==> config.mk <==
export PLATFORM = sky130hd
export DESIGN_NAME = infix_to_postfix_converter
export DESIGN_NICKNAME = d
export VERILOG_FILES = /design/src/rtl/itp_pkg.sv /design/src/rtl/infix_to_postfix_converter.sv /design/src/rtl/itp_ctrl.sv /design/src/rtl/itp_datapath.sv
export SDC_FILE = /design/constraint.sdc
export NUM_CORES = 1
export LEC_CHECK = 0
export ABC_CLOCK_PERIOD_IN_PS = 8210
export BUFFER_PORTS_ARGS = -buffer_cell sky130_fd_sc_hd__buf_2
export CAP_MARGIN = 10
export CELL_PAD_IN_SITES_DETAIL_PLACEMENT = 0
export CELL_PAD_IN_SITES_GLOBAL_PLACEMENT = 1
export CORE_MARGIN = 2
export CORE_UTILIZATION = 51
export CTS_BUF_LIST = sky130_fd_sc_hd__clkbuf_16
export CTS_CLUSTER_DIAMETER = 60
export DETAILED_ROUTE_END_ITERATION = 6
export HOLD_SLACK_MARGIN = 0.12
export PLACE_DENSITY = 0.88
export SLEW_MARGIN = 40
export SYNTH_ARGS = -nofsm -noshare
export SYNTH_HDL_FRONTEND = slang
export SYNTH_SLANG_ARGS = --single-unit
==> constraint.sdc <==
create_clock -name clk -period 8.21 [get_ports clk]
set_input_delay 0.821 -clock clk [delete_from_list [all_inputs] [get_ports clk]]
set_output_delay 0.821 -clock clk [all_outputs]
set_load 0.05 [all_outputs]
==> src/rtl/itp_pkg.sv <==
`timescale 1ns / 1ps
// ----------------------------------------------------------------------------
// itp_pkg
// Types, character codes and operator tables shared by the infix to postfix
// converter modules.
// ----------------------------------------------------------------------------
package itp_pkg;

  localparam logic [7:0] CHAR_POW    = 8'h5E;
  localparam logic [7:0] CHAR_MUL    = 8'h2A;
  localparam logic [7:0] CHAR_DIV    = 8'h2F;
  localparam logic [7:0] CHAR_ADD    = 8'h2B;
  localparam logic [7:0] CHAR_SUB    = 8'h2D;
  localparam logic [7:0] CHAR_LPAREN = 8'h28;
  localparam logic [7:0] CHAR_RPAREN = 8'h29;
  localparam logic [7:0] CHAR_A      = 8'h41;
  localparam logic [7:0] CHAR_Z      = 8'h5A;

  localparam logic [2:0] OP_LPAREN = 3'd0;
  localparam logic [2:0] OP_ADD    = 3'd1;
  localparam logic [2:0] OP_SUB    = 3'd2;
  localparam logic [2:0] OP_MUL    = 3'd3;
  localparam logic [2:0] OP_DIV    = 3'd4;
  localparam logic [2:0] OP_POW    = 3'd5;

  localparam int unsigned NUM_LETTERS = 26;

  typedef enum logic [3:0] {
    ST_IDLE,
    ST_DISPATCH,
    ST_RP_READ,
    ST_RP_EVAL,
    ST_OP_READ,
    ST_OP_EVAL,
    ST_FL_READ,
    ST_FL_EVAL,
    ST_MARKER,
    ST_FINISH
  } state_t;

  typedef enum logic [2:0] {
    CLS_LETTER,
    CLS_LPAREN,
    CLS_RPAREN,
    CLS_OP,
    CLS_OTHER
  } char_class_t;

  typedef enum logic [1:0] {
    EMIT_NONE,
    EMIT_CHAR,
    EMIT_TOP,
    EMIT_MARKER
  } emit_sel_t;

  typedef struct packed {
    logic      load;
    logic      push;
    logic      pop;
    emit_sel_t emit;
    logic      set_err;
    logic      clear;
    logic      finish;
  } cmd_t;

  typedef struct packed {
    char_class_t cls;
    logic        is_end;
    logic        stack_empty;
    logic        top_lparen;
    logic        top_pops;
    logic        slot_ok;
  } sts_t;

  function automatic logic [2:0] op_code(input logic [7:0] ch);
    logic [2:0] code;
    case (ch)
      CHAR_ADD: code = OP_ADD;
      CHAR_SUB: code = OP_SUB;
      CHAR_MUL: code = OP_MUL;
      CHAR_DIV: code = OP_DIV;
      CHAR_POW: code = OP_POW;
      default:  code = OP_LPAREN;
    endcase
    return code;
  endfunction

  function automatic logic [7:0] op_char(input logic [2:0] code);
    logic [7:0] ch;
    case (code)
      OP_LPAREN: ch = CHAR_LPAREN;
      OP_ADD:    ch = CHAR_ADD;
      OP_SUB:    ch = CHAR_SUB;
      OP_MUL:    ch = CHAR_MUL;
      OP_DIV:    ch = CHAR_DIV;
      OP_POW:    ch = CHAR_POW;
      default:   ch = 8'd0;
    endcase
    return ch;
  endfunction

  function automatic logic [1:0] op_prec(input logic [2:0] code);
    logic [1:0] prec;
    case (code)
      OP_ADD, OP_SUB: prec = 2'd1;
      OP_MUL, OP_DIV: prec = 2'd2;
      OP_POW:         prec = 2'd3;
      default:        prec = 2'd0;
    endcase
    return prec;
  endfunction

  function automatic char_class_t char_class(input logic [7:0] ch);
    char_class_t cls;
    if (ch >= CHAR_A && ch <= CHAR_Z) begin
      cls = CLS_LETTER;
    end else if (ch == CHAR_LPAREN) begin
      cls = CLS_LPAREN;
    end else if (ch == CHAR_RPAREN) begin
      cls = CLS_RPAREN;
    end else if (op_code(ch) != OP_LPAREN) begin
      cls = CLS_OP;
    end else begin
      cls = CLS_OTHER;
    end
    return cls;
  endfunction

endpackage

==> src/rtl/infix_to_postfix_converter.sv <==
`timescale 1ns / 1ps
// ----------------------------------------------------------------------------
// infix_to_postfix_converter
// Shunting-yard converter from infix characters to postfix characters with a
// closing marker that reports errors and the letters used.
// ----------------------------------------------------------------------------
// Each input request is handled alone. A letter or an ignored character and a
// '(' take the same path. An operator or a ')' reads the top of the operator
// stack again for every operator it pops, because the operator stack is a
// memory with a registered read port. A request with tlast set then pops every
// entry left on the stack, finds the stack empty and sends the marker. Results
// leave through a holding stage and an output register, so a stalled output
// only holds the block when both are full.
module infix_to_postfix_converter #(
  parameter int unsigned STACK_DEPTH = 32
) (
  input  logic        clk,
  input  logic        rst,
  input  logic        s_tvalid,
  output logic        s_tready,
  input  logic [7:0]  s_tdata,   // character[7:0]
  input  logic        s_tlast,   // end_of_expression
  output logic        m_tvalid,
  input  logic        m_tready,
  output logic [39:0] m_tdata,   // symbol[7:0], error[8], variables_used[34:9], zero
  output logic        m_tuser,   // is_marker
  output logic        m_tlast    // last result of the request
);

  itp_pkg::cmd_t cmd;
  itp_pkg::sts_t sts;
  logic [7:0]    out_symbol;
  logic          out_error;
  logic [25:0]   out_vars;

  itp_ctrl u_ctrl (
    .clk      (clk),
    .rst      (rst),
    .in_valid (s_tvalid),
    .in_ready (s_tready),
    .sts      (sts),
    .cmd      (cmd)
  );

  itp_datapath #(
    .STACK_DEPTH (STACK_DEPTH)
  ) u_datapath (
    .clk          (clk),
    .rst          (rst),
    .in_character (s_tdata),
    .in_end       (s_tlast),
    .cmd          (cmd),
    .sts          (sts),
    .out_valid    (m_tvalid),
    .out_ready    (m_tready),
    .out_symbol   (out_symbol),
    .out_marker   (m_tuser),
    .out_error    (out_error),
    .out_vars     (out_vars),
    .out_last     (m_tlast)
  );

  assign m_tdata = {5'd0, out_vars, out_error, out_symbol};

endmodule

==> src/rtl/itp_ctrl.sv <==
`timescale 1ns / 1ps
// ----------------------------------------------------------------------------
// itp_ctrl
// Controller state machine that sequences the handling of one request through
// the operator stack and the result path.
// ----------------------------------------------------------------------------
module itp_ctrl (
  input  logic          clk,
  input  logic          rst,
  input  logic          in_valid,
  output logic          in_ready,
  input  itp_pkg::sts_t sts,
  output itp_pkg::cmd_t cmd
);

  itp_pkg::state_t state;
  itp_pkg::state_t state_next;

  always_ff @(posedge clk) begin
    if (rst) begin
      state <= itp_pkg::ST_IDLE;
    end else begin
      state <= state_next;
    end
  end

  always_comb begin
    state_next = state;
    case (state)
      itp_pkg::ST_IDLE: begin
        if (in_valid) begin
          state_next = itp_pkg::ST_DISPATCH;
        end
      end
      itp_pkg::ST_DISPATCH: begin
        case (sts.cls)
          itp_pkg::CLS_RPAREN: state_next = itp_pkg::ST_RP_READ;
          itp_pkg::CLS_OP:     state_next = itp_pkg::ST_OP_READ;
          itp_pkg::CLS_LETTER: begin
            if (sts.slot_ok) begin
              state_next = sts.is_end ? itp_pkg::ST_FL_READ : itp_pkg::ST_FINISH;
            end
          end
          default: state_next = sts.is_end ? itp_pkg::ST_FL_READ : itp_pkg::ST_FINISH;
        endcase
      end
      itp_pkg::ST_RP_READ: state_next = itp_pkg::ST_RP_EVAL;
      itp_pkg::ST_RP_EVAL: begin
        if (sts.stack_empty || sts.top_lparen) begin
          state_next = sts.is_end ? itp_pkg::ST_FL_READ : itp_pkg::ST_FINISH;
        end else if (sts.slot_ok) begin
          state_next = itp_pkg::ST_RP_READ;
        end
      end
      itp_pkg::ST_OP_READ: state_next = itp_pkg::ST_OP_EVAL;
      itp_pkg::ST_OP_EVAL: begin
        if (sts.stack_empty || sts.top_lparen || !sts.top_pops) begin
          state_next = sts.is_end ? itp_pkg::ST_FL_READ : itp_pkg::ST_FINISH;
        end else if (sts.slot_ok) begin
          state_next = itp_pkg::ST_OP_READ;
        end
      end
      itp_pkg::ST_FL_READ: state_next = itp_pkg::ST_FL_EVAL;
      itp_pkg::ST_FL_EVAL: begin
        if (sts.stack_empty) begin
          state_next = itp_pkg::ST_MARKER;
        end else if (sts.top_lparen || sts.slot_ok) begin
          state_next = itp_pkg::ST_FL_READ;
        end
      end
      itp_pkg::ST_MARKER: begin
        if (sts.slot_ok) begin
          state_next = itp_pkg::ST_FINISH;
        end
      end
      itp_pkg::ST_FINISH: begin
        if (sts.slot_ok) begin
          state_next = itp_pkg::ST_IDLE;
        end
      end
      default: state_next = itp_pkg::ST_IDLE;
    endcase
  end

  always_comb begin
    in_ready    = 1'b0;
    cmd         = '0;
    cmd.emit    = itp_pkg::EMIT_NONE;
    case (state)
      itp_pkg::ST_IDLE: begin
        in_ready = 1'b1;
        cmd.load = in_valid;
      end
      itp_pkg::ST_DISPATCH: begin
        case (sts.cls)
          itp_pkg::CLS_LETTER: begin
            if (sts.slot_ok) begin
              cmd.emit = itp_pkg::EMIT_CHAR;
            end
          end
          itp_pkg::CLS_LPAREN: cmd.push = 1'b1;
          default: ;
        endcase
      end
      itp_pkg::ST_RP_EVAL: begin
        if (sts.stack_empty) begin
          cmd.set_err = 1'b1;
        end else if (sts.top_lparen) begin
          cmd.pop = 1'b1;
        end else if (sts.slot_ok) begin
          cmd.pop  = 1'b1;
          cmd.emit = itp_pkg::EMIT_TOP;
        end
      end
      itp_pkg::ST_OP_EVAL: begin
        if (sts.stack_empty || sts.top_lparen || !sts.top_pops) begin
          cmd.push = 1'b1;
        end else if (sts.slot_ok) begin
          cmd.pop  = 1'b1;
          cmd.emit = itp_pkg::EMIT_TOP;
        end
      end
      itp_pkg::ST_FL_EVAL: begin
        if (!sts.stack_empty) begin
          if (sts.top_lparen) begin
            cmd.pop     = 1'b1;
            cmd.set_err = 1'b1;
          end else if (sts.slot_ok) begin
            cmd.pop  = 1'b1;
            cmd.emit = itp_pkg::EMIT_TOP;
          end
        end
      end
      itp_pkg::ST_MARKER: begin
        if (sts.slot_ok) begin
          cmd.emit  = itp_pkg::EMIT_MARKER;
          cmd.clear = 1'b1;
        end
      end
      itp_pkg::ST_FINISH: begin
        cmd.finish = sts.slot_ok;
      end
      default: ;
    endcase
  end

endmodule

==> src/rtl/itp_datapath.sv <==
`timescale 1ns / 1ps
// ----------------------------------------------------------------------------
// itp_datapath
// Operator stack memory, stack count, letter mask, error flag, a one-deep
// holding stage for the newest result and the output register.
// ----------------------------------------------------------------------------
module itp_datapath #(
  parameter int unsigned STACK_DEPTH = 32
) (
  input  logic          clk,
  input  logic          rst,
  input  logic [7:0]    in_character,
  input  logic          in_end,
  input  itp_pkg::cmd_t cmd,
  output itp_pkg::sts_t sts,
  output logic          out_valid,
  input  logic          out_ready,
  output logic [7:0]    out_symbol,
  output logic          out_marker,
  output logic          out_error,
  output logic [25:0]   out_vars,
  output logic          out_last
);

  localparam int unsigned CW = $clog2(STACK_DEPTH + 1);
  localparam int unsigned AW = $clog2(STACK_DEPTH);

  logic [2:0]    stack_mem [STACK_DEPTH];
  logic [2:0]    rd_data;
  logic [AW-1:0] rd_addr;
  logic [CW-1:0] count;
  logic [25:0]   seen;
  logic          err;
  logic [7:0]    ch;
  logic          is_end;

  logic          pend_valid;
  logic [7:0]    pend_symbol;
  logic          pend_marker;
  logic          pend_error;
  logic [25:0]   pend_vars;

  logic          full;
  logic          slot_ok;
  logic [2:0]    push_code;
  logic [7:0]    new_symbol;
  logic          new_marker;
  logic          new_error;
  logic [25:0]   new_vars;
  logic [7:0]    letter_idx;

  assign full       = (count == CW'(STACK_DEPTH));
  assign rd_addr    = AW'(count - CW'(1));
  assign push_code  = itp_pkg::op_code(ch);
  assign slot_ok    = !pend_valid || !out_valid || out_ready;
  assign letter_idx = ch - itp_pkg::CHAR_A;

  always_comb begin
    sts.cls         = itp_pkg::char_class(ch);
    sts.is_end      = is_end;
    sts.stack_empty = (count == '0);
    sts.top_lparen  = (rd_data == itp_pkg::OP_LPAREN);
    sts.top_pops    = (itp_pkg::op_prec(push_code) <= itp_pkg::op_prec(rd_data));
    sts.slot_ok     = slot_ok;
  end

  always_comb begin
    new_symbol = 8'd0;
    new_marker = 1'b0;
    new_error  = 1'b0;
    new_vars   = '0;
    case (cmd.emit)
      itp_pkg::EMIT_CHAR: new_symbol = ch;
      itp_pkg::EMIT_TOP:  new_symbol = itp_pkg::op_char(rd_data);
      itp_pkg::EMIT_MARKER: begin
        new_marker = 1'b1;
        new_error  = err;
        new_vars   = seen;
      end
      default: ;
    endcase
  end

  always_ff @(posedge clk) begin
    if (cmd.push && !full) begin
      stack_mem[count[AW-1:0]] <= push_code;
    end
    rd_data <= stack_mem[rd_addr];
  end

  always_ff @(posedge clk) begin
    if (cmd.load) begin
      ch     <= in_character;
      is_end <= in_end;
    end
  end

  always_ff @(posedge clk) begin
    if (rst) begin
      count <= '0;
      seen  <= '0;
      err   <= 1'b0;
    end else if (cmd.clear) begin
      count <= '0;
      seen  <= '0;
      err   <= 1'b0;
    end else begin
      if (cmd.push) begin
        if (full) begin
          err <= 1'b1;
        end else begin
          count <= count + CW'(1);
        end
      end
      if (cmd.pop) begin
        count <= count - CW'(1);
      end
      if (cmd.set_err) begin
        err <= 1'b1;
      end
      if (cmd.emit == itp_pkg::EMIT_CHAR) begin
        seen <= seen | (26'd1 << letter_idx);
      end
    end
  end

  always_ff @(posedge clk) begin
    if (rst) begin
      pend_valid <= 1'b0;
      out_valid  <= 1'b0;
    end else begin
      if (out_valid && out_ready) begin
        out_valid <= 1'b0;
      end
      if (cmd.emit != itp_pkg::EMIT_NONE) begin
        pend_valid <= 1'b1;
        if (pend_valid) begin
          out_valid <= 1'b1;
        end
      end else if (cmd.finish) begin
        pend_valid <= 1'b0;
        if (pend_valid) begin
          out_valid <= 1'b1;
        end
      end
    end
  end

  always_ff @(posedge clk) begin
    if ((cmd.emit != itp_pkg::EMIT_NONE || cmd.finish) && pend_valid) begin
      out_symbol <= pend_symbol;
      out_marker <= pend_marker;
      out_error  <= pend_error;
      out_vars   <= pend_vars;
      out_last   <= cmd.finish;
    end
    if (cmd.emit != itp_pkg::EMIT_NONE) begin
      pend_symbol <= new_symbol;
      pend_marker <= new_marker;
      pend_error  <= new_error;
      pend_vars   <= new_vars;
    end
  end

  a_count_bound: assert property (@(posedge clk) disable iff (rst)
    count <= CW'(STACK_DEPTH))
    else $error("Stack count exceeds the stack depth.");

  a_pop_nonempty: assert property (@(posedge clk) disable iff (rst)
    cmd.pop |-> count != '0)
    else $error("Pop issued on an empty stack.");

  a_emit_slot: assert property (@(posedge clk) disable iff (rst)
    (cmd.emit != itp_pkg::EMIT_NONE || cmd.finish) |-> slot_ok)
    else $error("Result moved while the output register was blocked.");

  a_clear_state: assert property (@(posedge clk) disable iff (rst)
    cmd.clear |=> (count == '0 && seen == '0 && !err))
    else $error("State not cleared after the end marker.");

endmodule
Yosys cells after proc, flatten, opt, wreduce, memory -nomap -nowiden:

Memory sizes are Yosys's and may differ from the RTL's. A register that Yosys moved wholly into a read port is not among the register bits.
Cells that the tools add are included.

* flip-flop bits (word level): 121
* latch bits: 0
* memory bits (writable): 96
* bits in read-only memories: 0
* input port bits: 13
* output and inout bits: 44
* logic and storage cells: 161
* memories kept: 1

Memories
* u_datapath.stack_mem: words 32, width 3, read ports 1, clocked after Yosys merged registers in 1, write ports 1, line itp_datapath.sv:28 `logic [2:0] stack_mem [STACK_DEPTH];`

* $add $sub $neg: 3
* $mul: 0
* divide/modulo/power cells: 0
* $lt $le $gt $ge: 3
* equality and inequality tests: 41
* shift-type cells: 1
* multiplexer cells: 62
* bitwise operators: 1
* reductions and logical operators: 32

Operators by type and width (number)
* $eq 8x6->1 const B: 6
* $mux 4: 12
* $pmux 7 s6: 1
* $pmux 4 s10: 1
* $mux 3: 10
* $or 26x26->26: 1
* $shl 1x8->26 const A: 1
* $mux 1: 24
* $eq 3x2->1 const B: 6
* $mux 6: 3
* $eq 4x3->1 const B: 4
* $pmux 8 s2: 1
* $pmux 3 s5: 1
* $eq 3x3->1 const B: 4
* $pmux 2 s3: 2
* $pmux 4 s3: 1
* $pmux 2 s5: 1
* $reduce_bool 2->1: 5
* $reduce_or 2->1: 5
* $eq 3x1->1 const B: 3
* $ne 3x1->1 const B: 3
* $eq 4x2->1 const B: 2
* $eq 4x4->1 const B: 2
* $eq 8x7->1 const B: 1
* 25 further kinds: 43

Logic depth before layout (Yosys ltp):

Gate-level depths: netlist of run 1.

* word-level depth: 16
* depth in mapped cells: 20
* gate-level depth less buffers: 18

By module:

From an unflattened synthesis of run 1, not the netlist that was laid out.

* cells, all modules: 716
* area, all modules: 9761.9 um^2

By module, submodules not included
* itp_datapath: instances 1, cells an instance 625, area an instance 9117.5 um^2, seq. area each 6105.9 um^2
* itp_ctrl: instances 1, cells an instance 84, area an instance 595.6 um^2, seq. area each 80.1 um^2
* infix_to_postfix_converter: instances 1, cells an instance 7, area an instance 48.8 um^2, seq. area each 0.0 um^2

Worst setup path after synthesis of run 1:

OpenSTA, ideal clock, no wires.

* path type: flip-flop to flip-flop
* start point: register u_datapath.ch[0]
* end point: register u_datapath.out_error, enable pin
* setup time: 0.488 ns
* arrival time: 5.972 ns
* required time: 7.722 ns
* slack: 1.751 ns
* cell stages (with the launch flop): 16
* buffers on the path: 1
* clock period less this slack: 6.459 ns
* cells stage by stage: edfxtp_1 -> inv_1 -> ha_1 -> nand2_1 -> or4_1 -> clkbuf_1 -> a22o_1 -> a22oi_1 -> ha_1 -> nor2b_1 -> o311ai_0 -> nand4_1 -> a21oi_1 -> inv_1 -> ha_1 -> a21boi_0

* cells in the longest elaborated chain, start to end: 16
* elaborated cells between the ends (all ways): 37
* classes of those cells: 3 x order compare; 12 x eq/ne; 12 x mux; 10 x reduce/logical

RTL lines
* start, declared: line itp_datapath.sv:34 `logic [7:0] ch;`
* start signal, assigned: line itp_datapath.sv:93 `ch <= in_character;`
* $eq 8x7->1 or $eq 8x6->1 (tied branches): line itp_pkg.sv:77 `case (ch)`
* $pmux 3 s5: line itp_pkg.sv:77
* $mux 3: line itp_pkg.sv:119 `end else if (ch == CHAR_RPAREN) begin`
* $mux 3: line itp_pkg.sv:117 `end else if (ch == CHAR_LPAREN) begin`
* $mux 3: line itp_pkg.sv:115 `if (ch >= CHAR_A && ch <= CHAR_Z) begin`
* $reduce_bool 3->1: line itp_pkg.sv:121 `end else if (op_code(ch) != OP_LPAREN) begin`
* $mux 3: line itp_pkg.sv:121
* $mux 3: line itp_pkg.sv:119
* $mux 3: line itp_pkg.sv:117
* $mux 3: line itp_pkg.sv:115
* $logic_not 3->1: line itp_ctrl.sv:95 `case (sts.cls)`
* $mux 1: line itp_ctrl.sv:95
* $pmux 2 s5 *: line itp_ctrl.sv:89 `case (state)`
* $reduce_bool 2->1 *: line itp_datapath.sv:150 `if ((cmd.emit != itp_pkg::EMIT_NONE || cmd.finish) && pend_valid) begin`
* $logic_or 1x1->1 *: line itp_datapath.sv:150
* $logic_and 1x1->1 *: line itp_datapath.sv:150
* end signal, assigned: line itp_datapath.sv:153 `out_error <= pend_error;`
* end, declared: line itp_datapath.sv:20 `output logic out_error,`

Mark *: on every way between the ends. The rest lies on a longest branch, timed or not. The select of a mux whose other input is x is not followed.
A chain may end at the register's enable or synchronous reset.

Final worst setup path of run 1:

* start point: register u_datapath.ch[0]
* end point: register u_datapath.seen[4]

* cells in the longest elaborated chain, start to end: 14
* elaborated cells between the ends (all ways): 38
* classes of those cells: 1 x add/sub; 3 x order compare; 13 x eq/ne; 1 x shift; 12 x mux; 1 x bitwise; 7 x reduce/logical

RTL lines
* $eq 8x7->1 or $eq 8x6->1 (tied branches): line itp_pkg.sv:77
* $pmux 3 s5: line itp_pkg.sv:77
* $mux 3: line itp_pkg.sv:119
* $mux 3: line itp_pkg.sv:117
* $mux 3: line itp_pkg.sv:115
* $reduce_bool 3->1: line itp_pkg.sv:121
* $mux 3: line itp_pkg.sv:121
* $mux 3: line itp_pkg.sv:119
* $mux 3: line itp_pkg.sv:117
* $mux 3: line itp_pkg.sv:115
* $logic_not 3->1: line itp_ctrl.sv:95
* $mux 1: line itp_ctrl.sv:95
* $pmux 2 s5: line itp_ctrl.sv:89
* $eq 2x1->1: line itp_datapath.sv:121 `if (cmd.emit == itp_pkg::EMIT_CHAR) begin`
* end signal, assigned: line itp_datapath.sv:122 `seen <= seen | (26'd1 << letter_idx);`
* end, declared: line itp_datapath.sv:32 `logic [25:0] seen;`

Several ways; a longest one is shown, not always the timed one. The select of a mux whose other input is x is not followed.

==> results of run 1 <==
-- worst register-to-register path, delay by kind of cell (launching register included) --
kind	cells	cell delay (ns)
AO/OA/AOI/OAI	7	1.64
adder cells (fa/ha/maj)	3	0.90
buffers and inverters	2	0.37
flip-flops	1	0.52
AND/OR/NAND/NOR	6	1.47
-- layout by cell type (no fill, tap or decap), types with 6 or more instances in the layout --
| cell type | n |
|---|---|
| a211oi_1 | 6 |
| a21oi_1 | 21 |
| a32o_1 | 6 |
| and2_1 | 32 |
| buf_2 | 51 |
| clkbuf_16 | 23 |
| dfxtp_1 | 42 |
| edfxtp_1 | 178 |
| ha_1 | 15 |
| inv_1 | 19 |
| mux2_2 | 6 |
| mux4_2 | 30 |
| nand2_1 | 50 |
| nand2b_1 | 6 |
| nand3_1 | 11 |
| nand3b_1 | 7 |
| nand4_1 | 6 |
| nor2_1 | 49 |
| nor2b_1 | 7 |
| nor3_1 | 19 |
| o21ai_0 | 32 |
| xnor2_1 | 6 |
-- synthesized netlist by cell type (all sizes together) (7+ instances only) --
cell type / instances
and2: 32
a211oi: 7
nor2: 49
nor2b: 7
buf: 14
inv: 17
mux4: 30
nand2: 52
nand3b: 7
nor3: 20
dfxtp: 42
xnor2: 7
clkbuf: 25
edfxtp: 178
nand3: 11
o21ai: 32
ha: 16
a21oi: 23
-- metal layers --
layer | up-vias | routed length [µm] | global-route usage
li1 | 2599 | - | -
met1 | 2710 | 7430 | 0.238
met2 | 162 | 9320 | 0.324
met3 | 31 | 1060 | 0.0368
met4 | 0 | 428 | 0.0595
met5 | - | 0 | 0
-- layout make-up --
class,count,area share
clock buffer,23,0.0545
inverter,17,0.00604
timing repair buffer,57,0.0295
clock inverter,19,0.0134
sequential,220,0.585
multi-input combinational,392,0.284
tap,229,0.0271
-- kinds of logic (layout without fill, tap and decap cells) --
family                     after synthesis  after routing  synth area share
AOI/OAI and AO/OA                      104            104            0.0781
DFF                                    220            220             0.659
muxes                                   38             38            0.0813
xor gates and xnor gates                10             10           0.00933
and+or+nand+nor                        219            219             0.123
other                                    1              5          0.000400
buffers and inverters                   56            116            0.0276
adders and majority gates               16             16            0.0213
-- metrics by stage --
step | instances | cell area, µm² | setup WS, ns | power [mW]
finish | 957 | 10600 | 3.22 | 2.51
global route | 957 | 10600 | 2.90 | 2.59
CTS | 957 | 10600 | 3.27 | 2.53
detailed placement | 915 | 9850 | 3.29 | 1.56
global placement | 912 | 9800 | 3.40 | 1.55
floorplan | 668 | 9400 | 1.75 | 1.49
-- sequential cells by signal (all words and copies together) (netlist names), 3 cells and up --
name and cells:
u_datapath.rd_data 3, u_datapath.count 6, u_datapath.seen 26, u_datapath.pend_symbol 8, u_ctrl.state 4, u_datapath.out_symbol 8
u_datapath.pend_vars 26, u_datapath.ch 8, u_datapath.stack_mem 96, u_datapath.out_vars 26
-- power by group through the flow --
stage,Sequential (mW),Combinational [mW],Clock [mW]
after floorplan,1.31,0.181,0
after global placement,1.32,0.229,0
after detailed placement,1.32,0.234,0
after CTS,1.30,0.236,0.993
after global routing,1.30,0.258,1.03
final,1.30,0.236,0.971
-- worst min path at each step --
stage / slack [ns] / depth (start not counted) / endpoint / start
2_1_floorplan: 0.40 / 0 / u_datapath.out_error / u_datapath.pend_error
5_1_grt: 0.41 / 0 / u_datapath.out_symbol[3] / u_datapath.pend_symbol[3]
3_5_place_dp: 0.40 / 0 / u_datapath.out_marker / u_datapath.pend_marker
3_3_place_gp: 0.40 / 0 / u_datapath.out_symbol[2] / u_datapath.pend_symbol[2]
6_report: 0.41 / 0 / u_datapath.out_symbol[3] / u_datapath.pend_symbol[3]
4_1_cts: 0.41 / 0 / u_datapath.out_symbol[3] / u_datapath.pend_symbol[3]
==> out/summary.txt, run 1 <==
gp weighted congestion -> 0.893
Max clock buf depth -> 3
Worst VDD drop -> 0.280 mV
clock power share -> 0.388
initial antenna violation count -> 0
post-synthesis sequential area ratio -> 0.659
Synth Flop Type -> edfxtp_1
final setup fails -> 0
RSZ-0062 raised after global routing -> no
Worst-path clk slew -> 0.06 ns
Syn-to-layout area delta -> 12.6%
cell taking the most area after synthesis -> edfxtp_1
io pins -> 57
final worst path period share -> 0.608
startpoint types -> register
vias in the first global route -> 5,595
Critical R2R Capture -> u_datapath.seen[4]
Post-synth ARST share -> 0
Most Frequent Cell on Critical Path -> ha_1
# DRC -> 0
largest net degree at the start of global routing -> 38
number of buffers and inverters on the critical path -> 2
Post-Syn Instances -> 664
hpwl dp -> 12,400 µm
final net count -> 740
I/O Buffers -> 51
CTS root buffer -> clkbuf_16
CP Data Required Time -> 8.61 ns
CP peak stage delay -> 0.55 ns
Max Cap Violations -> 0
post-synthesis register bit count -> 220
Global Route Usage Sum -> 0.187
Worst setup endpoint -> u_datapath.seen[4]
drt pass-1 iters -> 5
Period minus WS final -> 4.99 ns
Lkg Pwr -> 3.43 nW
Yosys top cell area share -> 0.569
sw power -> 622 µW
cts bufs inserted -> 23
Worst Clk Skew -> 0.0164 ns
Least-Margin Pin Slew -> 0.826 ns
GRT overflow -> 0
H-tree depth -> 1
Mapped Area -> 9390 µm²
Final Hold Vio Count -> 0
PD cells -> 237 nW/µm²
Post-CTS Resized -> 0
critical path capture point type -> register
smallest hold slack -> 0.411 ns
CTS tree -> yes
wire per inst -> 19.1 µm
postcts setup bufs -> 0
Fill cells -> 1,401
Via-to-Cell Ratio -> 5.75
WS Path Type -> reg2reg
Seq pwr share -> 0.518
synth warn -> 0
Hold Buf Count CTS -> 0
ratio of cells with drive above 1 in the final layout -> 0.205
crit path DAT -> 5.39 ns
outcome -> complete, no violations
Top Family by Delay on Critical Path -> compound AO/OA/AOI/OAI gates
Routed WL -> 18,200 µm
ANT cells -> 0
post-synth cell types -> 68
final core utilization -> 0.586
CTS sink count -> 220
vias post-DR -> 5,502
multi-input logic area -> 3010 µm²
synth top area cells -> edfxtp_1 57%, dfxtp_1 9.0%, mux4_2 7.2%, and2_1 2.1%, ha_1 2.1%
die area -> 19,500 µm²
first-pass GRT wire length -> 29,000 µm
crit path from -> u_datapath.ch[0]
clk_lat worst skew -> 0.51 ns
Initial Util -> 0.521
reg2reg start -> u_datapath.ch[0]
combinational fraction of design power -> 0.094
crit path max fanout -> 13
switching share of power -> 0.248
max-slew violation count -> 0
Die Height -> 140 µm
Rel. slew slack -> 0.444
Worst path slowest cell -> or4_1
Cell Rows -> 49
EDFF count, synth -> 178
critical path depth -> 18
setup_tns -> 0 ns
Final ANT Viol Nets -> 0
crit path cell chain -> inv_1 > ha_1 > nand2_1 > or4_1 > a22o_1 > a22oi_1 > ha_1 > nor2b_1 > o311ai_0 > nand4_1 > a21oi_1 > inv_1 > ha_1 > and4b_1 > a21oi_1 > a31oi_1 > and4_1 > a32o_1
fmax -> 200 MHz
reg2reg path depth -> 18
Die Wd -> 140 µm
number of DRC markers in iteration 0 -> 515
core footprint -> 18,000 µm²
Internal Pwr Total -> 1.88 mW
R2R Setup Slk -> 3.22 ns
FF+latch area -> 6190 µm²
HP Class -> reg2reg
Avg Inst Size Synth -> 14.1 µm²
(Power assumes the default switching activity.)
==> inputs of run 2 (changes only) <==
Settings changed: ABC_CLOCK_PERIOD_IN_PS 8210 to 4170, CORE_UTILIZATION 51 to 46, PLACE_DENSITY 0.88 to 0.84.
Clock period 8.21 ns to 4.17 ns, I/O delays scaled along.
==> run 2 against run 1 <==
Net effect: critical path depth unchanged; largest cell class unchanged; combinational power up 130%; routed wire length up 2.8%; critical endpoint is now u_datapath.seen[0].
==> out/summary.txt, run 2 (synthesis results as in run 1) <==
Final Total Pwr -> 5.37 mW
Worst path slowest cell -> edfxtp_1
crit path max fanout -> 6
wire per inst -> 18.2 µm
H-tree depth -> 1
min-delay src -> rst
clock power share -> 0.428
PD cells -> 485 nW/µm²
Cell Rows -> 52
max-slew violation count -> 0
crit path cell chain -> inv_2 > ha_4 > nand2_1 > or4_4 > a22o_1 > a22oi_1 > ha_1 > nor2b_1 > o311ai_1 > nand4_1 > a21oi_2 > inv_2 > ha_2 > nor4b_1 > o21ai_1 > a31oi_4 > and4_4 > a32o_1
clk_lat worst skew -> 0.52 ns
largest net degree at the start of global routing -> 38
leading cell types in the layout, fill and taps excluded -> 178 x edfxtp_1, 51 x buf_2, 50 x nand2_1
startpoint types -> register
Worst-path clk slew -> 0.06 ns
smallest hold slack -> 0.170 ns
crit path DAT -> 4.39 ns
combinational fraction of design power -> 0.101
final setup fails -> 0
I/O Buffers -> 51
number of DRC markers in iteration 0 -> 393
Seq pwr share -> 0.471
Die Wd -> 147 µm
vias post-DR -> 5,647
Rel. slew slack -> 0.489
Worst Clk Skew -> 0.0285 ns
Routed WL -> 18,700 µm
Max clock buf depth -> 3
WS Path Type -> reg2reg
Die Height -> 147 µm
Fill cells -> 1,622
vias in the first global route -> 5,738
CP peak stage delay -> 0.41 ns
cts bufs inserted -> 25
io pins -> 57
gp weighted congestion -> 0.854
most common cell after layout, fill and taps aside -> edfxtp_1
Top Family by Delay on Critical Path -> compound AO/OA/AOI/OAI gates
hpwl dp -> 12,500 µm
crit path from -> u_datapath.ch[0]
Via-to-Cell Ratio -> 5.49
fmax -> 250 MHz
Least-Margin Pin Slew -> 0.761 ns
post-placement cell count -> 972
Max Cap Violations -> 0
critical path capture point type -> register
Internal Pwr Total -> 4.09 mW
Period minus WS final -> 4.00 ns
Global Route Usage Sum -> 0.173
switching share of power -> 0.239
Worst Setup Slack, final -> 0.173 ns
final worst path period share -> 0.959
first-pass GRT wire length -> 29,900 µm
CTS tree -> yes
R2R Setup Slk -> 0.17 ns
Lkg Pwr -> 3.63 nW
Initial Util -> 0.467
GR Layer Usage met1 -> 0.217
Non-Filler Instances -> 1,028
GRT overflow -> 0
final net count -> 769
CP Data Required Time -> 4.56 ns
initial antenna violation count -> 0
met2 usage -> 0.312
dpl ws -> 0.0608 ns
number of buffers and inverters on the critical path -> 2
FF+latch area -> 6190 µm²
ANT cells -> 0
die area -> 21,600 µm²
multi-input logic area -> 3040 µm²
Top Usage Layer GRT -> met2
outcome -> complete, no violations
reg2reg start -> u_datapath.ch[0]
CTS sink count -> 220
number of flip-flops in the largest register -> 96
ratio of cells with drive above 1 in the final layout -> 0.240
Final ANT Viol Nets -> 0
Most Frequent Cell on Critical Path -> inv_2
core footprint -> 20,100 µm²
Syn-to-layout area delta -> 18.0%
Final Hold Vio Count -> 0
met3 Track Usage GR -> 0.0311
CTS root buffer -> clkbuf_16
sw power -> 1.29 mW
Worst VDD drop -> 0.334 mV
drt pass-1 iters -> 5
HP Class -> in2reg
# DRC -> 0
==> run 2: cell type report <==
cell class | count | share of cell area
sequential | 220 | 0.558
inverter | 17 | 0.00610
clock buffer | 27 | 0.0610
multi-input combinational | 392 | 0.275
timing repair buffer | 84 | 0.0497
tap | 270 | 0.0305
clock inverter | 18 | 0.0196
==> run 2: routing by layer <==
layer / share of wire / wire length (µm)
met5: 0 / 0
met4: 0.020 / 372
met3: 0.056 / 1050
met2: 0.52 / 9660
met1: 0.41 / 7660
==> run 2: final timing paths <==
check,cells past startpoint,to
worst min-delay path,2,u_datapath.out_valid
worst min register to register,0,u_datapath.out_symbol[2]
worst max register to register,18,u_datapath.seen[0]
worst max-delay path,18,u_datapath.seen[0]
==> run 2: timing repair <==
action | CTS | global route
hold buffers | 8 | 1
setup endpoints to repair | 0 | 16
resized for setup | 0 | 10
setup buffers | 0 | 2
endpoints found under the hold margin | 8 | 1
==> run 2: stage by stage <==
| stage | instance area [µm²] | TNS (ns) | utilization |
|---|---|---|---|
| after floorplan | 9440 | 0 | - |
| after global placement | 10000 | 0 | 0.499 |
| after detailed placement | 10100 | 0 | 0.500 |
| after CTS | 11000 | 0 | 0.548 |
| after global routing | 11100 | -0.00123 | 0.551 |
| final | 11100 | 0 | 0.551 |
==> run 2: power groups by stage <==
| stage | sequential [mW] | clock [mW] | combinational, mW |
|---|---|---|---|
| after floorplan | 2.58 | 0 | 0.366 |
| after global routing | 2.54 | 2.44 | 0.588 |
| final | 2.53 | 2.30 | 0.542 |
| after CTS | 2.53 | 2.34 | 0.536 |
| after global placement | 2.57 | 0 | 0.515 |
| after detailed placement | 2.58 | 0 | 0.528 |
==> run 2: worst register-to-register path: cells and delay by family (launching register included) <==
family	cells	cell delay (ns)
buffers and inverters	2	0.17
AOI/OAI and AO/OA	7	1.49
adders and majority gates	3	0.65
and+or+nand+nor	6	1.19
DFF	1	0.41
==> inputs of run 3 (changes only) <==
Settings changed: ABC_CLOCK_PERIOD_IN_PS 4170 to unset, CORE_UTILIZATION 46 to 51, PLACE_DENSITY 0.84 to 0.88.
Clock period 4.17 ns to 4.2 ns, I/O delays scaled along.
==> run 3 against run 2 <==
Net effect: the flow now finishes with violations (design-rule violations); register-to-register slack barely moved; sequential power hardly changed; highest routed layer unchanged; maximum frequency fell by 0.39%.
==> out/summary.txt, run 3 (synthesis results as in run 1) <==
hpwl dp -> 12,700 µm
Period minus WS final -> 4.01 ns
final net count -> 771
vias post-DR -> 5,703
PD cells -> 465 nW/µm²
post-placement cell count -> 931
Die Height -> 140 µm
max-slew violation count -> 0
HP Class -> in2reg
reg2reg path depth -> 18
drt pass-1 iters -> 7
Max clock buf depth -> 3
Worst-path clk slew -> 0.06 ns
Worst Setup Slack, final -> 0.187 ns
Syn-to-layout area delta -> 16.5%
Global Route Usage Sum -> 0.195
Initial Util -> 0.521
CTS root buffer -> clkbuf_16
wire per inst -> 19.1 µm
number of flip-flops in the largest register -> 96
initial antenna violation count -> 0
Post-DP Area -> 10,000 µm²
Fill cells -> 1,361
outcome -> finished, violations left
die area -> 19,500 µm²
Critical R2R Capture -> u_datapath.seen[0]
first-pass GRT wire length -> 30,300 µm
core footprint -> 18,000 µm²
Least-Margin Pin Slew -> 0.709 ns
R2R Setup Slk -> 0.19 ns
vias in the first global route -> 5,892
Routed WL -> 18,900 µm
io pins -> 57
GRT overflow -> 0
Cell Rows -> 49
most common cell after layout, fill and taps aside -> edfxtp_1
CP peak stage delay -> 0.43 ns
final setup fails -> 0
setup_tns -> 0 ns
Final ANT Viol Nets -> 0
ANT cells -> 0
Worst VDD drop -> 0.570 mV
startpoint types -> register
Die Wd -> 140 µm
WS Path Type -> reg2reg
post-route cell area -> 10,900 µm²
FF+latch area -> 6190 µm²
crit path DAT -> 4.42 ns
Worst Clk Skew -> 0.0146 ns
multi-input logic area -> 3040 µm²
Worst setup endpoint -> u_datapath.seen[0]
Max Cap Violations -> 0
CTS tree -> yes
reg2reg start -> u_datapath.ch[0]
final worst path period share -> 0.955
CTS sink count -> 220
number of DRC markers in iteration 0 -> 405
crit path cell chain -> inv_2 > ha_4 > nand2_1 > or4_4 > a22o_1 > a22oi_1 > ha_1 > nor2b_1 > o311ai_1 > nand4_1 > a21oi_2 > inv_1 > ha_2 > and4b_1 > a21oi_1 > a31oi_2 > and4_4 > a32o_1
gp weighted congestion -> 0.868
Rel. slew slack -> 0.524
CP Data Required Time -> 4.61 ns
Non-Filler Instances -> 988
cts bufs inserted -> 24
critical path capture point type -> register
Worst path slowest cell -> or4_4
clk_lat worst skew -> 0.52 ns
dpl ws -> 0.0197 ns
Final Hold Vio Count -> 0
H-tree depth -> 1
crit path max fanout -> 6
failing checks -> design-rule violations
Lkg Pwr -> 3.60 nW
fmax -> 249 MHz
# DRC -> 1
largest net degree at the start of global routing -> 38
ratio of cells with drive above 1 in the final layout -> 0.237
I/O Buffers -> 51
Via-to-Cell Ratio -> 5.77
leading cell types in the layout, fill and taps excluded -> 178 x edfxtp_1, 51 x buf_2, 50 x nand2_1
crit path from -> u_datapath.ch[0]
==> run 3: cell count changes in the layout (fill, tap and decap cells not counted), sizes merged <==
cell	before	now
bufinv	4	2
clkinv	9	10
inv	19	21
clkbuf	27	24
buf	75	78
==> run 3: through the flow <==
stage / power [mW] / hold slack, ns / util
final: 5.08 / 0.184 / 0.606
after global routing: 5.27 / 0.190 / 0.606
after CTS: 5.10 / 0.167 / 0.604
after detailed placement: 3.08 / 0.405 / 0.555
after global placement: 3.06 / 0.400 / 0.553
after floorplan: 2.92 / 0.400 / -
==> run 3: cell type report <==
cell class | instances | share of cell area
clock buffers | 24 | 0.0549
clock inverters | 19 | 0.0157
inverters | 17 | 0.00618
multi-input cells | 392 | 0.278
flip-flops and latches | 220 | 0.566
well taps | 229 | 0.0262
repair buffers | 87 | 0.0531
==> run 3: critical path, delay by kind of cell, from the launching register on <==
family | cells | cell delay, ns
simple gates | 6 | 1.24
compound gates | 7 | 1.50
flops | 1 | 0.39
fa+ha+maj | 3 | 0.61
buf+inv | 2 | 0.18
==> run 3: how the worst min path moves through the flow <==
| stage | from | endpoint | slack (ns) | cells after the start |
|---|---|---|---|---|
| finish | rst | u_datapath.out_valid | 0.18 | 2 |
| global route | rst | u_datapath.pend_valid | 0.19 | 2 |
| CTS | rst | u_datapath.pend_valid | 0.17 | 2 |
| detailed placement | u_datapath.pend_vars[14] | u_datapath.out_vars[14] | 0.40 | 0 |
| global placement | u_datapath.pend_vars[6] | u_datapath.out_vars[6] | 0.40 | 0 |
| floorplan | u_datapath.pend_error | u_datapath.out_error | 0.40 | 0 |
==> run 3: repair_timing <==
action	4_1_cts	5_1_grt
endpoints found under the hold margin	9	0
setup buffers	1	4
pin swaps	1	4
hold buffers	9	0
setup endpoints to repair	1	13
gates resized for setup	0	7
==> run 3: where the power goes <==
| part | switching [mW] | total (mW) | internal (mW) | leakage [nW] |
|---|---|---|---|---|
| Sequential | 0.0559 | 2.51 | 2.46 | 1.90 |
| Clock | 0.849 | 2.02 | 1.17 | 0.388 |
| Combinational | 0.351 | 0.542 | 0.191 | 1.32 |
| Total | 1.26 | 5.08 | 3.82 | 3.60 |
==> run 3: layer usage <==
metal | GRT usage | share of wire
met3 | 0.0323 | 0.053
met4 | 0.0858 | 0.033
met5 | 0 | 0
met2 | 0.337 | 0.51
met1 | 0.242 | 0.41
